--- src/rtl/aes_ke_pkg.sv ---
package aes_ke_pkg;

  localparam int unsigned WordW  = 32;
  localparam int unsigned ByteW  = 8;
  localparam int unsigned IdxW   = 6;
  localparam int unsigned LoadW  = 4;
  localparam int unsigned Depth  = 8;

  typedef enum logic [1:0] {
    KL_128 = 2'd0,
    KL_192 = 2'd1,
    KL_256 = 2'd2,
    KL_RSV = 2'd3
  } key_len_t;

  typedef enum logic [1:0] {
    ST_IDLE,
    ST_LOAD,
    ST_BYTE
  } ke_state_t;

  // controls from the sequencer to the byte datapath
  typedef struct packed {
    logic load;
    logic step;
    logic rot;
    logic use_sub;
    logic add_rcon;
  } ke_ctrl_t;

  localparam logic [7:0] SBOX [256] = '{
    8'h63,8'h7c,8'h77,8'h7b,8'hf2,8'h6b,8'h6f,8'hc5,8'h30,8'h01,8'h67,8'h2b,8'hfe,8'hd7,8'hab,8'h76,
    8'hca,8'h82,8'hc9,8'h7d,8'hfa,8'h59,8'h47,8'hf0,8'had,8'hd4,8'ha2,8'haf,8'h9c,8'ha4,8'h72,8'hc0,
    8'hb7,8'hfd,8'h93,8'h26,8'h36,8'h3f,8'hf7,8'hcc,8'h34,8'ha5,8'he5,8'hf1,8'h71,8'hd8,8'h31,8'h15,
    8'h04,8'hc7,8'h23,8'hc3,8'h18,8'h96,8'h05,8'h9a,8'h07,8'h12,8'h80,8'he2,8'heb,8'h27,8'hb2,8'h75,
    8'h09,8'h83,8'h2c,8'h1a,8'h1b,8'h6e,8'h5a,8'ha0,8'h52,8'h3b,8'hd6,8'hb3,8'h29,8'he3,8'h2f,8'h84,
    8'h53,8'hd1,8'h00,8'hed,8'h20,8'hfc,8'hb1,8'h5b,8'h6a,8'hcb,8'hbe,8'h39,8'h4a,8'h4c,8'h58,8'hcf,
    8'hd0,8'hef,8'haa,8'hfb,8'h43,8'h4d,8'h33,8'h85,8'h45,8'hf9,8'h02,8'h7f,8'h50,8'h3c,8'h9f,8'ha8,
    8'h51,8'ha3,8'h40,8'h8f,8'h92,8'h9d,8'h38,8'hf5,8'hbc,8'hb6,8'hda,8'h21,8'h10,8'hff,8'hf3,8'hd2,
    8'hcd,8'h0c,8'h13,8'hec,8'h5f,8'h97,8'h44,8'h17,8'hc4,8'ha7,8'h7e,8'h3d,8'h64,8'h5d,8'h19,8'h73,
    8'h60,8'h81,8'h4f,8'hdc,8'h22,8'h2a,8'h90,8'h88,8'h46,8'hee,8'hb8,8'h14,8'hde,8'h5e,8'h0b,8'hdb,
    8'he0,8'h32,8'h3a,8'h0a,8'h49,8'h06,8'h24,8'h5c,8'hc2,8'hd3,8'hac,8'h62,8'h91,8'h95,8'he4,8'h79,
    8'he7,8'hc8,8'h37,8'h6d,8'h8d,8'hd5,8'h4e,8'ha9,8'h6c,8'h56,8'hf4,8'hea,8'h65,8'h7a,8'hae,8'h08,
    8'hba,8'h78,8'h25,8'h2e,8'h1c,8'ha6,8'hb4,8'hc6,8'he8,8'hdd,8'h74,8'h1f,8'h4b,8'hbd,8'h8b,8'h8a,
    8'h70,8'h3e,8'hb5,8'h66,8'h48,8'h03,8'hf6,8'h0e,8'h61,8'h35,8'h57,8'hb9,8'h86,8'hc1,8'h1d,8'h9e,
    8'he1,8'hf8,8'h98,8'h11,8'h69,8'hd9,8'h8e,8'h94,8'h9b,8'h1e,8'h87,8'he9,8'hce,8'h55,8'h28,8'hdf,
    8'h8c,8'ha1,8'h89,8'h0d,8'hbf,8'he6,8'h42,8'h68,8'h41,8'h99,8'h2d,8'h0f,8'hb0,8'h54,8'hbb,8'h16
  };

  function automatic logic [7:0] xtime(input logic [7:0] b);
    logic [7:0] d;
    d = {b[6:0], 1'b0};
    return b[7] ? (d ^ 8'h1b) : d;
  endfunction

  // reserved code runs as a 256-bit key
  function automatic key_len_t eff_len(input logic [1:0] code);
    key_len_t k;
    case (code)
      KL_128:  k = KL_128;
      KL_192:  k = KL_192;
      default: k = KL_256;
    endcase
    return k;
  endfunction

  function automatic logic [LoadW-1:0] nk_of(input key_len_t k);
    logic [LoadW-1:0] n;
    case (k)
      KL_128:  n = 4'd4;
      KL_192:  n = 4'd6;
      default: n = 4'd8;
    endcase
    return n;
  endfunction

  // index of the final schedule word, 4*(Nk+7)-1
  function automatic logic [IdxW-1:0] last_idx_of(input key_len_t k);
    logic [IdxW-1:0] n;
    case (k)
      KL_128:  n = 6'd43;
      KL_192:  n = 6'd51;
      default: n = 6'd59;
    endcase
    return n;
  endfunction

endpackage

--- src/rtl/aes_ke_window.sv ---
module aes_ke_window (
  input  logic                           clk,
  input  logic                           shift_en,
  input  logic [aes_ke_pkg::WordW-1:0]   shift_in,
  input  aes_ke_pkg::key_len_t           key_len,
  output logic [aes_ke_pkg::WordW-1:0]   prev_word,
  output logic [aes_ke_pkg::WordW-1:0]   back_word
);

  // taps[0] holds word i-1, taps[Nk-1] holds word i-Nk
  logic [aes_ke_pkg::WordW-1:0] taps [aes_ke_pkg::Depth];

  always_ff @(posedge clk) begin
    if (shift_en) begin
      taps[0] <= shift_in;
      for (int k = 1; k < aes_ke_pkg::Depth; k++) begin
        taps[k] <= taps[k-1];
      end
    end
  end

  assign prev_word = taps[0];

  always_comb begin
    case (key_len)
      aes_ke_pkg::KL_128: back_word = taps[3];
      aes_ke_pkg::KL_192: back_word = taps[5];
      default:            back_word = taps[7];
    endcase
  end

endmodule

--- src/rtl/aes_ke_byte_unit.sv ---
module aes_ke_byte_unit (
  input  logic                           clk,
  input  aes_ke_pkg::ke_ctrl_t           ctrl,
  input  logic [aes_ke_pkg::WordW-1:0]   prev_word,
  input  logic [aes_ke_pkg::WordW-1:0]   back_word,
  input  logic [aes_ke_pkg::ByteW-1:0]   rcon,
  output logic [aes_ke_pkg::WordW-1:0]   new_word
);

  logic [aes_ke_pkg::WordW-1:0] src;
  logic [aes_ke_pkg::WordW-1:0] old;
  logic [aes_ke_pkg::WordW-1:0] acc;
  logic [aes_ke_pkg::ByteW-1:0] sub_byte;
  logic [aes_ke_pkg::ByteW-1:0] t_byte;
  logic [aes_ke_pkg::ByteW-1:0] new_byte;

  // one byte per cycle while stepping, most significant first
  assign sub_byte = aes_ke_pkg::SBOX[src[31:24]];

  always_comb begin
    t_byte = ctrl.use_sub ? sub_byte : src[31:24];
    if (ctrl.add_rcon) begin
      t_byte = t_byte ^ rcon;
    end
    new_byte = t_byte ^ old[31:24];
  end

  assign new_word = {acc[23:0], new_byte};

  always_ff @(posedge clk) begin
    if (ctrl.load) begin
      src <= ctrl.rot ? {prev_word[23:0], prev_word[31:24]} : prev_word;
      old <= back_word;
    end else if (ctrl.step) begin
      src <= {src[23:0], 8'h00};
      old <= {old[23:0], 8'h00};
      acc <= new_word;
    end
  end

endmodule

--- src/rtl/aes_key_expansion.sv ---
// Key words: one per cycle while busy is low; each is echoed on the result
// ports the cycle after its transfer. After the last key word the schedule
// is built one byte per cycle, each word a load step and then 4 bytes, and
// busy stays high until the final schedule word is built, so no key word is
// taken meanwhile. Results cannot be stalled. Synchronous reset clears the
// length code to 128 bits and restarts key loading.
module aes_key_expansion (
  input  logic                          clk,
  input  logic                          rst,
  input  logic                          start,
  output logic                          busy,
  input  logic [aes_ke_pkg::WordW-1:0]  key_word,
  input  logic                          key_length_we,
  input  logic [1:0]                    key_length_code,
  output logic                          word_valid,
  output logic [aes_ke_pkg::WordW-1:0]  round_word,
  output logic [aes_ke_pkg::IdxW-1:0]   word_index,
  output logic                          last_word
);

  aes_ke_pkg::ke_state_t         state;
  aes_ke_pkg::ke_state_t         state_next;
  aes_ke_pkg::ke_ctrl_t          ctrl;
  aes_ke_pkg::key_len_t          key_len;

  logic [1:0]                    len_code;
  logic [aes_ke_pkg::LoadW-1:0]  loaded;
  logic [aes_ke_pkg::IdxW-1:0]   idx;
  logic [aes_ke_pkg::ByteW-1:0]  rcon;
  logic [2:0]                    rem;
  logic [1:0]                    byte_cnt;

  logic                          accept;
  logic                          word_done;
  logic                          sched_end;
  logic [aes_ke_pkg::LoadW-1:0]  nk;
  logic [aes_ke_pkg::LoadW-1:0]  loaded_inc;
  logic [2:0]                    rem_max;
  logic [aes_ke_pkg::IdxW-1:0]   last_idx;

  logic [aes_ke_pkg::WordW-1:0]  prev_word;
  logic [aes_ke_pkg::WordW-1:0]  back_word;
  logic [aes_ke_pkg::WordW-1:0]  new_word;
  logic                          shift_en;
  logic [aes_ke_pkg::WordW-1:0]  shift_in;

  assign key_len    = aes_ke_pkg::eff_len(len_code);
  assign nk         = aes_ke_pkg::nk_of(key_len);
  assign last_idx   = aes_ke_pkg::last_idx_of(key_len);
  assign rem_max    = 3'(nk - 4'd1);
  assign loaded_inc = loaded + 4'd1;

  assign busy      = (state != aes_ke_pkg::ST_IDLE);
  assign accept    = start && !busy;
  assign word_done = ctrl.step && (byte_cnt == 2'd3);
  assign sched_end = word_done && (idx == last_idx);

  assign shift_en = accept || word_done;
  assign shift_in = accept ? key_word : new_word;

  always_ff @(posedge clk) begin
    if (rst) begin
      state <= aes_ke_pkg::ST_IDLE;
    end else begin
      state <= state_next;
    end
  end

  always_comb begin
    state_next    = state;
    ctrl.load     = 1'b0;
    ctrl.step     = 1'b0;
    ctrl.rot      = (rem == 3'd0);
    ctrl.use_sub  = (rem == 3'd0) || (key_len == aes_ke_pkg::KL_256 && rem == 3'd4);
    ctrl.add_rcon = (rem == 3'd0) && (byte_cnt == 2'd0);
    case (state)
      aes_ke_pkg::ST_IDLE: begin
        if (start && loaded_inc == nk) begin
          state_next = aes_ke_pkg::ST_LOAD;
        end
      end
      aes_ke_pkg::ST_LOAD: begin
        ctrl.load  = 1'b1;
        state_next = aes_ke_pkg::ST_BYTE;
      end
      aes_ke_pkg::ST_BYTE: begin
        ctrl.step = 1'b1;
        if (byte_cnt == 2'd3) begin
          state_next = (idx == last_idx) ? aes_ke_pkg::ST_IDLE : aes_ke_pkg::ST_LOAD;
        end
      end
      default: state_next = aes_ke_pkg::ST_IDLE;
    endcase
  end

  always_ff @(posedge clk) begin
    if (rst) begin
      len_code   <= aes_ke_pkg::KL_128;
      loaded     <= '0;
      idx        <= '0;
      rcon       <= 8'h01;
      rem        <= '0;
      byte_cnt   <= '0;
      word_valid <= 1'b0;
    end else begin
      word_valid <= accept || word_done;
      if (key_length_we) begin
        len_code <= key_length_code;
      end
      if (key_length_we || sched_end) begin
        loaded <= '0;
        idx    <= '0;
        rcon   <= 8'h01;
        rem    <= '0;
      end else if (accept) begin
        loaded <= loaded_inc;
        idx    <= idx + 6'd1;
      end else if (word_done) begin
        idx <= idx + 6'd1;
        rem <= (rem == rem_max) ? 3'd0 : rem + 3'd1;
        if (rem == 3'd0) begin
          rcon <= aes_ke_pkg::xtime(rcon);
        end
      end
      if (ctrl.load) begin
        byte_cnt <= '0;
      end else if (ctrl.step) begin
        byte_cnt <= byte_cnt + 2'd1;
      end
    end
  end

  always_ff @(posedge clk) begin
    if (accept) begin
      round_word <= key_word;
      word_index <= idx;
      last_word  <= 1'b0;
    end else if (word_done) begin
      round_word <= new_word;
      word_index <= idx;
      last_word  <= (idx == last_idx);
    end
  end

  aes_ke_window u_window (
    .clk       (clk),
    .shift_en  (shift_en),
    .shift_in  (shift_in),
    .key_len   (key_len),
    .prev_word (prev_word),
    .back_word (back_word)
  );

  aes_ke_byte_unit u_byte_unit (
    .clk       (clk),
    .ctrl      (ctrl),
    .prev_word (prev_word),
    .back_word (back_word),
    .rcon      (rcon),
    .new_word  (new_word)
  );

endmodule

--- config.mk ---
export PLATFORM = sky130hd
export DESIGN_NAME = aes_key_expansion
export DESIGN_NICKNAME = d
export VERILOG_FILES = /design/src/rtl/aes_ke_pkg.sv /design/src/rtl/aes_ke_window.sv /design/src/rtl/aes_ke_byte_unit.sv /design/src/rtl/aes_key_expansion.sv
export SDC_FILE = /design/constraint.sdc
export NUM_CORES = 1
export LEC_CHECK = 0
export ABC_AREA = 1
export BUFFER_PORTS_ARGS = -buffer_cell sky130_fd_sc_hd__buf_2
export CAP_MARGIN = 20
export CELL_PAD_IN_SITES_DETAIL_PLACEMENT = 1
export CELL_PAD_IN_SITES_GLOBAL_PLACEMENT = 2
export CORE_MARGIN = 5
export CORE_UTILIZATION = 36
export DETAILED_ROUTE_END_ITERATION = 6
export PLACE_DENSITY = 0.78
export SYNTH_ARGS = -nofsm -noshare
export SYNTH_HDL_FRONTEND = slang
export SYNTH_SLANG_ARGS = --single-unit
--- constraint.sdc ---
create_clock -name clk -period 11.45 [get_ports clk]
set_input_delay 0.5725 -clock clk [delete_from_list [all_inputs] [get_ports clk]]
set_output_delay 0.5725 -clock clk [all_outputs]
set_load 0.02 [all_outputs]
**After elaboration in Yosys (flattened, before gate mapping)**

Memories as Yosys holds them, arrays and structs flattened.
Cells that the tools add are included.

- Add/subtract/negate cells: 5
- Magnitude comparators: 1
- Eq/ne operators: 12
- Muxes and demuxes: 30
- Bitwise logic cells: 6
- Reduce and logical (&&, ||, !) cells: 24

Operators by type and width:

| operator | count |
|---|---|
| 2-to-1 mux 32 bit | 8 |
| one-hot mux 32 bit (2 select lines) | 1 |
| 2-to-1 mux 8 bit | 4 |
| 2-to-1 mux 6 bit | 4 |
| XOR 8 bit | 2 |
| one-hot mux 5 bit (2 select lines) | 1 |
| greater-or-equal comparator 9 bit (second input constant) | 1 |
| inverter 8 -> 9 bit | 1 |
| zero test 2 bit | 4 |
| one-hot mux 4 bit (2 select lines) | 1 |
| adder 6 x 1 -> 6 bit (second input constant) | 1 |
| equality test 2 x 1 -> 1 bit (second input constant) | 3 |
| equality test 2 bit (second input constant) | 3 |
| equality test 6 bit | 1 |
| logical AND 1 bit | 6 |
| one-hot mux 2 bit (3 select lines) | 1 |
| AND reduction 2 bit | 3 |
| nonzero test 2 bit | 3 |
| 2-to-1 mux 1 bit | 5 |
| 2-to-1 mux 5 bit | 1 |
| adder 4 x 1 -> 4 bit (second input constant) | 1 |
| equality test 4 bit | 1 |
| 2-to-1 mux 2 bit | 2 |
| inequality test 2 bit (second input constant) | 2 |
| other kinds (14) | 18 |

- Flip-flop bits (word level): 155
- Memory bits (writable): 256
- Bits in read-only memories: 2048
- Input bits: 38
- Output and inout port bits: 41
- Logic and storage cells: 94
- Memories: 2

Memories:

| name | depth | bits a word | read ports | clocked after memory_dff | write ports | line | source |
|---|---|---|---|---|---|---|---|
| (name not given) | 256 | 8 | 1 | 0 | 0 | aes_ke_byte_unit.sv:18 | `assign sub_byte = aes_ke_pkg::SBOX[src[31:24]];` |
| u_window.taps | 8 | 32 | 8 | 0 | 8 | aes_ke_window.sv:11 | `logic [aes_ke_pkg::WordW-1:0] taps [aes_ke_pkg::Depth];` |

**Depth between registers and ports, before layout**

- Word-level depth: 11
- Depth in mapped cells: 20
- Depth with buffers taken out: 19

**By module**

A second synthesis with hierarchy kept.

- Cell total of the unflattened synthesis: 1784
- Area total of the unflattened synthesis: 18534.0 um^2

By module, submodules not included:

| module | times used | cells an instance | area an instance (um^2) | seq. area each (um^2) |
|---|---|---|---|---|
| aes_ke_window | 1 | 432 | 8635.8 | 7687.4 |
| aes_ke_byte_unit | 1 | 989 | 6816.5 | 2642.5 |
| aes_key_expansion | 1 | 363 | 3081.7 | 1721.7 |

**Least setup slack after synthesis**

OpenSTA, ideal clock, no wires.

- Path type: register to register
- Start: register state[0]
- End: register idx[0] in the netlist's numbering
- Library setup time: 0.070 ns
- Arrival: 8.327 ns
- Data required time: 11.380 ns
- Setup slack: 3.053 ns
- Cell stages (with the launch flop): 8
- Path buffers: 0
- Clock period less this slack: 8.397 ns
- Path through: dfxtp_1 > inv_1 > ha_1 > nand2_1 > nand2_1 > inv_1 > or2_2 > a21oi_1

- Cells in the longest elaborated chain, start to end: 6
- Elaborated cells between the ends (all ways): 11
- Classes of those cells: eq/ne (1); mux (2); reduce/logical (8)

RTL lines:

| element | line | source |
|---|---|---|
| from (decl) | aes_key_expansion.sv:21 | `aes_ke_pkg::ke_state_t state;` |
| from (signal assigned) | aes_key_expansion.sv:63 | `state <= aes_ke_pkg::ST_IDLE;` |
| from (signal assigned) | aes_key_expansion.sv:65 | `state <= state_next;` |
| equality test 2 bit | aes_key_expansion.sv:76 | `case (state)` |
| 2-to-1 mux 1 bit | aes_key_expansion.sv:76 |  |
| logical AND 1 bit | aes_key_expansion.sv:55 | `assign word_done = ctrl.step && (byte_cnt == 2'd3);` |
| logical AND 1 bit | aes_key_expansion.sv:56 | `assign sched_end = word_done && (idx == last_idx);` |
| logical OR 1 bit | aes_key_expansion.sv:110 | `if (key_length_we \|\| sched_end) begin` |
| OR reduction 2 bit (no line) | -- |  |
| to (signal assigned) | aes_key_expansion.sv:117 | `idx <= idx + 6'd1;` |
| to (signal assigned) | aes_key_expansion.sv:119 | `idx <= idx + 6'd1;` |
| to (decl) | aes_key_expansion.sv:28 | `logic [aes_ke_pkg::IdxW-1:0] idx;` |

Parallel ways exist; a longest one is shown, timed or not.
A chain may end at the register's enable or synchronous reset.

**Final worst setup path**

- Start: register state[0]
- End: register rcon[6] in the netlist's numbering

- Cells in the longest elaborated chain, start to end: 6
- Elaborated cells between the ends (all ways): 11
- Classes of those cells: eq/ne (1); mux (1); bitwise (1); reduce/logical (8)

RTL lines:

| element | line | source |
|---|---|---|
| equality test 2 bit | aes_key_expansion.sv:76 |  |
| 2-to-1 mux 1 bit | aes_key_expansion.sv:76 |  |
| logical AND 1 bit | aes_key_expansion.sv:55 |  |
| logical AND 1 bit | aes_key_expansion.sv:56 |  |
| logical OR 1 bit | aes_key_expansion.sv:110 |  |
| OR reduction 2 bit (no line) | -- |  |
| to (signal assigned) | aes_key_expansion.sv:122 | `rcon <= aes_ke_pkg::xtime(rcon);` |
| to (decl) | aes_key_expansion.sv:29 | `logic [aes_ke_pkg::ByteW-1:0] rcon;` |

Parallel ways exist; a longest one is shown, timed or not.

==> out/results.txt <==
The worst setup skew after layout was 0.0199 ns. Across all layers, the routed design uses 12700 vias. The area of combinational cells with multiple inputs was 0.00525 mm^2; the clock transition time at the flip-flop clock pins of the worst setup and hold paths was 0.06 ns.

The leakage power total was 7.63 nW. The run finished with clean final reports. In the post-synthesis netlist, the biggest area contributors are edfxtp_1 60%, nand2_1 10%, nand3_1 6.5%. The run gives 0 as the total grt overflow. The share of flip-flops with an asynchronous set or reset is 0%.

After the last flow step, the layout net total stands at 1802. Global routing used 20.1% of the available tracks across all layers. The power density over cell area works out to 314 mW/mm^2.

The shortest clock period the worst path allows after layout is 3.75 ns. The tools report the area of the mapped netlist as 0.0174 mm^2. The count of endpoints failing hold in the final timing report is 0. Based on the critical path, the design can be clocked at up to 0.267 GHz. Reg-to-reg startpoint: state[0]$_SDFFE_PP0P_. Leaving out fill and tap cells, the most frequent cells in the layout are 471 x nand2_1, 350 x edfxtp_1, 225 x nand3_1, 110 x o21ai_0, 104 x nor2_1. Before antenna repair, the detailed router went through 5 iterations. The layout cell share with drive strength beyond 1 was 11.6%; the net count after synthesis was 1775.

Prior to clock tree synthesis, the placed netlist has a worst setup slack of 7.64 ns. The flop-to-flop setup slack is 7.70 ns, and the number of I/O pins is 79. The relative max-transition margin was 28.1%; the TritonCTS buffer count was 41. The filler cell count in the final layout was 5294. STA classifies the critical path startpoint as a register. Startpoint-to-endpoint class of the critical path: register to register.

The Yosys step of the flow raised 0 warnings. The final layout contains routed wiring with a total length of 54200 um. The tools report the number of antenna violations at the first check in global routing as 0. Entering global routing, the biggest net connects 88 pins. Summed over its instances, the top area cell type makes up 60.4% of the synthesized netlist area. Measured slew at the worst slew-check pin: 1.08 ns. After clock tree synthesis, the repair step resized 0 gates. The count of buffers added on input and output ports is 78. Each instance of the synthesized netlist takes up on average 10.2 um^2. The maximum net fanout on the critical path works out to 40. The die is 230 um tall.

After routing, the total negative slack on setup checks comes to 0 ns. Setup repair after global routing left no endpoint under its margin. Post-CTS setup-driven buffer insertion count: 0.

In the finished design, the share of the clock period the worst path needs comes to 32.7%. The run gives 0.188 ns as the final hold slack. The run gives 7.70 ns as the final setup slack of the worst path. The worst hold path begins at rst. Detailed placement finished with a half-perimeter wire length of 36400 um.

The critical path starts at state[0]$_SDFFE_PP0P_. The count of antenna-violating nets left after detailed routing was 0. The worst-case IR drop observed on VDD is 0.251 mV. In this run, the number of DRC markers left after iteration 0 of detailed routing was 964.

The via count of the first global-routing pass was 13000. Once the floorplan was initialized, standard cells occupied 36.5% of the core. The clock passes through at most 3 buffers. The cell row count was 80. At the end of routability-driven placement, the weighted congestion stood at 0.946. In this run, synthesis inferred 350 flip-flops with an integrated enable. Dividing the detail-routed wire length by the instance count gives 22.7 um.

Counting flops and latches in the post-synthesis netlist gives 379. In the routed design, unresolved DRC markers number 0. The share of the core filled with cells came out at 40.7%. Setup violations remaining at the end of the flow were counted as 0.

In this run, post-CTS hold repair placed 0 buffers. The run gives 0 as the final-report max-slew violation count. The critical path capture point type is a register. The x dimension of the die was 230 um. The cell accounting for the most synthesized area is edfxtp_1. The run gives 0 as the number of antenna repair diodes.

TritonCTS built the clock tree. In the routed layout, each cell is associated on average with a via count of 5.31. In this run the number of H-tree levels came out at 2. After synthesis, flip-flops and latches occupy 63.7% of the total area. Register area: 0.0111 mm^2.

Number of maximum-capacitance violations: 0. After synthesis, the netlist uses 39 different library cells. Most common library cell in the layout ignoring fill and taps: nand2_1.

For the synthesized netlist cell count, the log shows 1712. The first global-routing pass estimated 82000 um of wire. Number of sinks handled by clock tree synthesis: 379.

For the area of the core, the log shows 0.0477 mm^2. The worst hold path belongs to the class input pin to register. Compared with the post-synthesis result, the final layout area differs by 11.5%. The total die area came out at 0.0529 mm^2. The clock insertion delay at the later pin of the skew report was 0.56 ns; the required time of the worst setup path was 11.85 ns. The root buffer cell is clkbuf_16. In the synthesized netlist the dominant register cell turns out to be edfxtp_1. Data arrival at the endpoint of the critical path: 4.15 ns.
path summary, 6_finish.rpt:
kind | endpoint | depth (start not counted)
setup / recovery | rcon[6]$_SDFFE_PP0P_ | 11
hold / removal | word_valid$_SDFF_PP0_ | 2
setup reg to reg | rcon[6]$_SDFFE_PP0P_ | 11
hold reg to reg | u_window.taps[1][117]$_DFFE_PP_ | 0
per-stage QoR:
stage	std cells	total power, mW	area (um^2)
6_report	2385	6.10	19400
2_1_floorplan	1712	4.00	17400
3_3_place_gp	2311	4.72	18100
5_1_grt	2385	6.45	19400
4_1_cts	2385	6.13	19400
3_5_place_dp	2311	4.78	18100
kinds of logic (layout without fill, tap and decap cells):
kind of cell	after synthesis	count (layout)	synth area share, %
AO/OA/AOI/OAI	220	220	6.73
adder cells (fa/ha/maj)	25	25	1.80
XOR/XNOR	18	18	0.906
flip-flops	379	379	63.7
AND/OR/NAND/NOR	843	843	20.6
buffers and inverters	227	285	6.29
cell type report:
type                    instances  share of cell area [%]
flip-flops and latches        379                    57.1
repair buffers                 99                    2.82
inverters                     112                    2.18
clock inverters                26                    1.48
multi-input cells            1106                    27.0
clock buffers                  48                    5.42
well taps                     615                    3.96
flip-flops by register name, summed over array words and instances (netlist names), 3 cells and up:
name	count
u_byte_unit.src	32
loaded	4
word_index	6
rcon	8
u_byte_unit.acc	24
u_window.taps	225
rem	3
round_word	31
idx	6
u_byte_unit.old	32
synthesized netlist by cell type (4+ instances only):
library cell / number
xnor2_1: 5
edfxtp_1: 350
nand4_1: 4
nand3_1: 225
nand2_1: 472
clkbuf_1: 37
buf_1: 13
o21ai_0: 110
clkinv_1: 4
a21oi_1: 78
inv_1: 98
ha_1: 25
o21ai_1: 5
buf_6: 7
nor2_4: 4
o211ai_1: 18
nor2_2: 7
nor2_1: 104
nand2_2: 14
nor3_1: 5
xor2_1: 13
buf_4: 40
dfxtp_1: 29
buf_2: 17
inv_2: 9
metal layers:
layer / vias to the layer above / track usage, % / part of all wire (%) / routed length, um
met5: - / 0 / 0 / 0
met4: 0 / 7.62 / 4.0 / 2170
met3: 97 / 3.59 / 4.4 / 2380
met2: 312 / 33.1 / 48 / 25800
met1: 6380 / 26.6 / 44 / 23800
li1: 5883 / - / - / -
worst max-delay path, cell delays in order (launching register included):
cell and delay [ns]:
dfxtp_1 0.37, inv_1 0.12, ha_4 0.18, nand2_1 0.05, buf_4 0.40, clkinv_1 0.96
nor2_1 0.59, inv_1 0.19, nor2_2 0.35, inv_1 0.20, nand2_1 0.10, a21oi_1 0.06
power by group:
group          switching (mW)  total, mW  internal (mW)  leakage (nW)
logic                    1.82       2.42          0.600          3.40
registers               0.196       2.35           2.16          3.57
clock network           0.545       1.32          0.777         0.652
(Power assumes the default switching activity.)
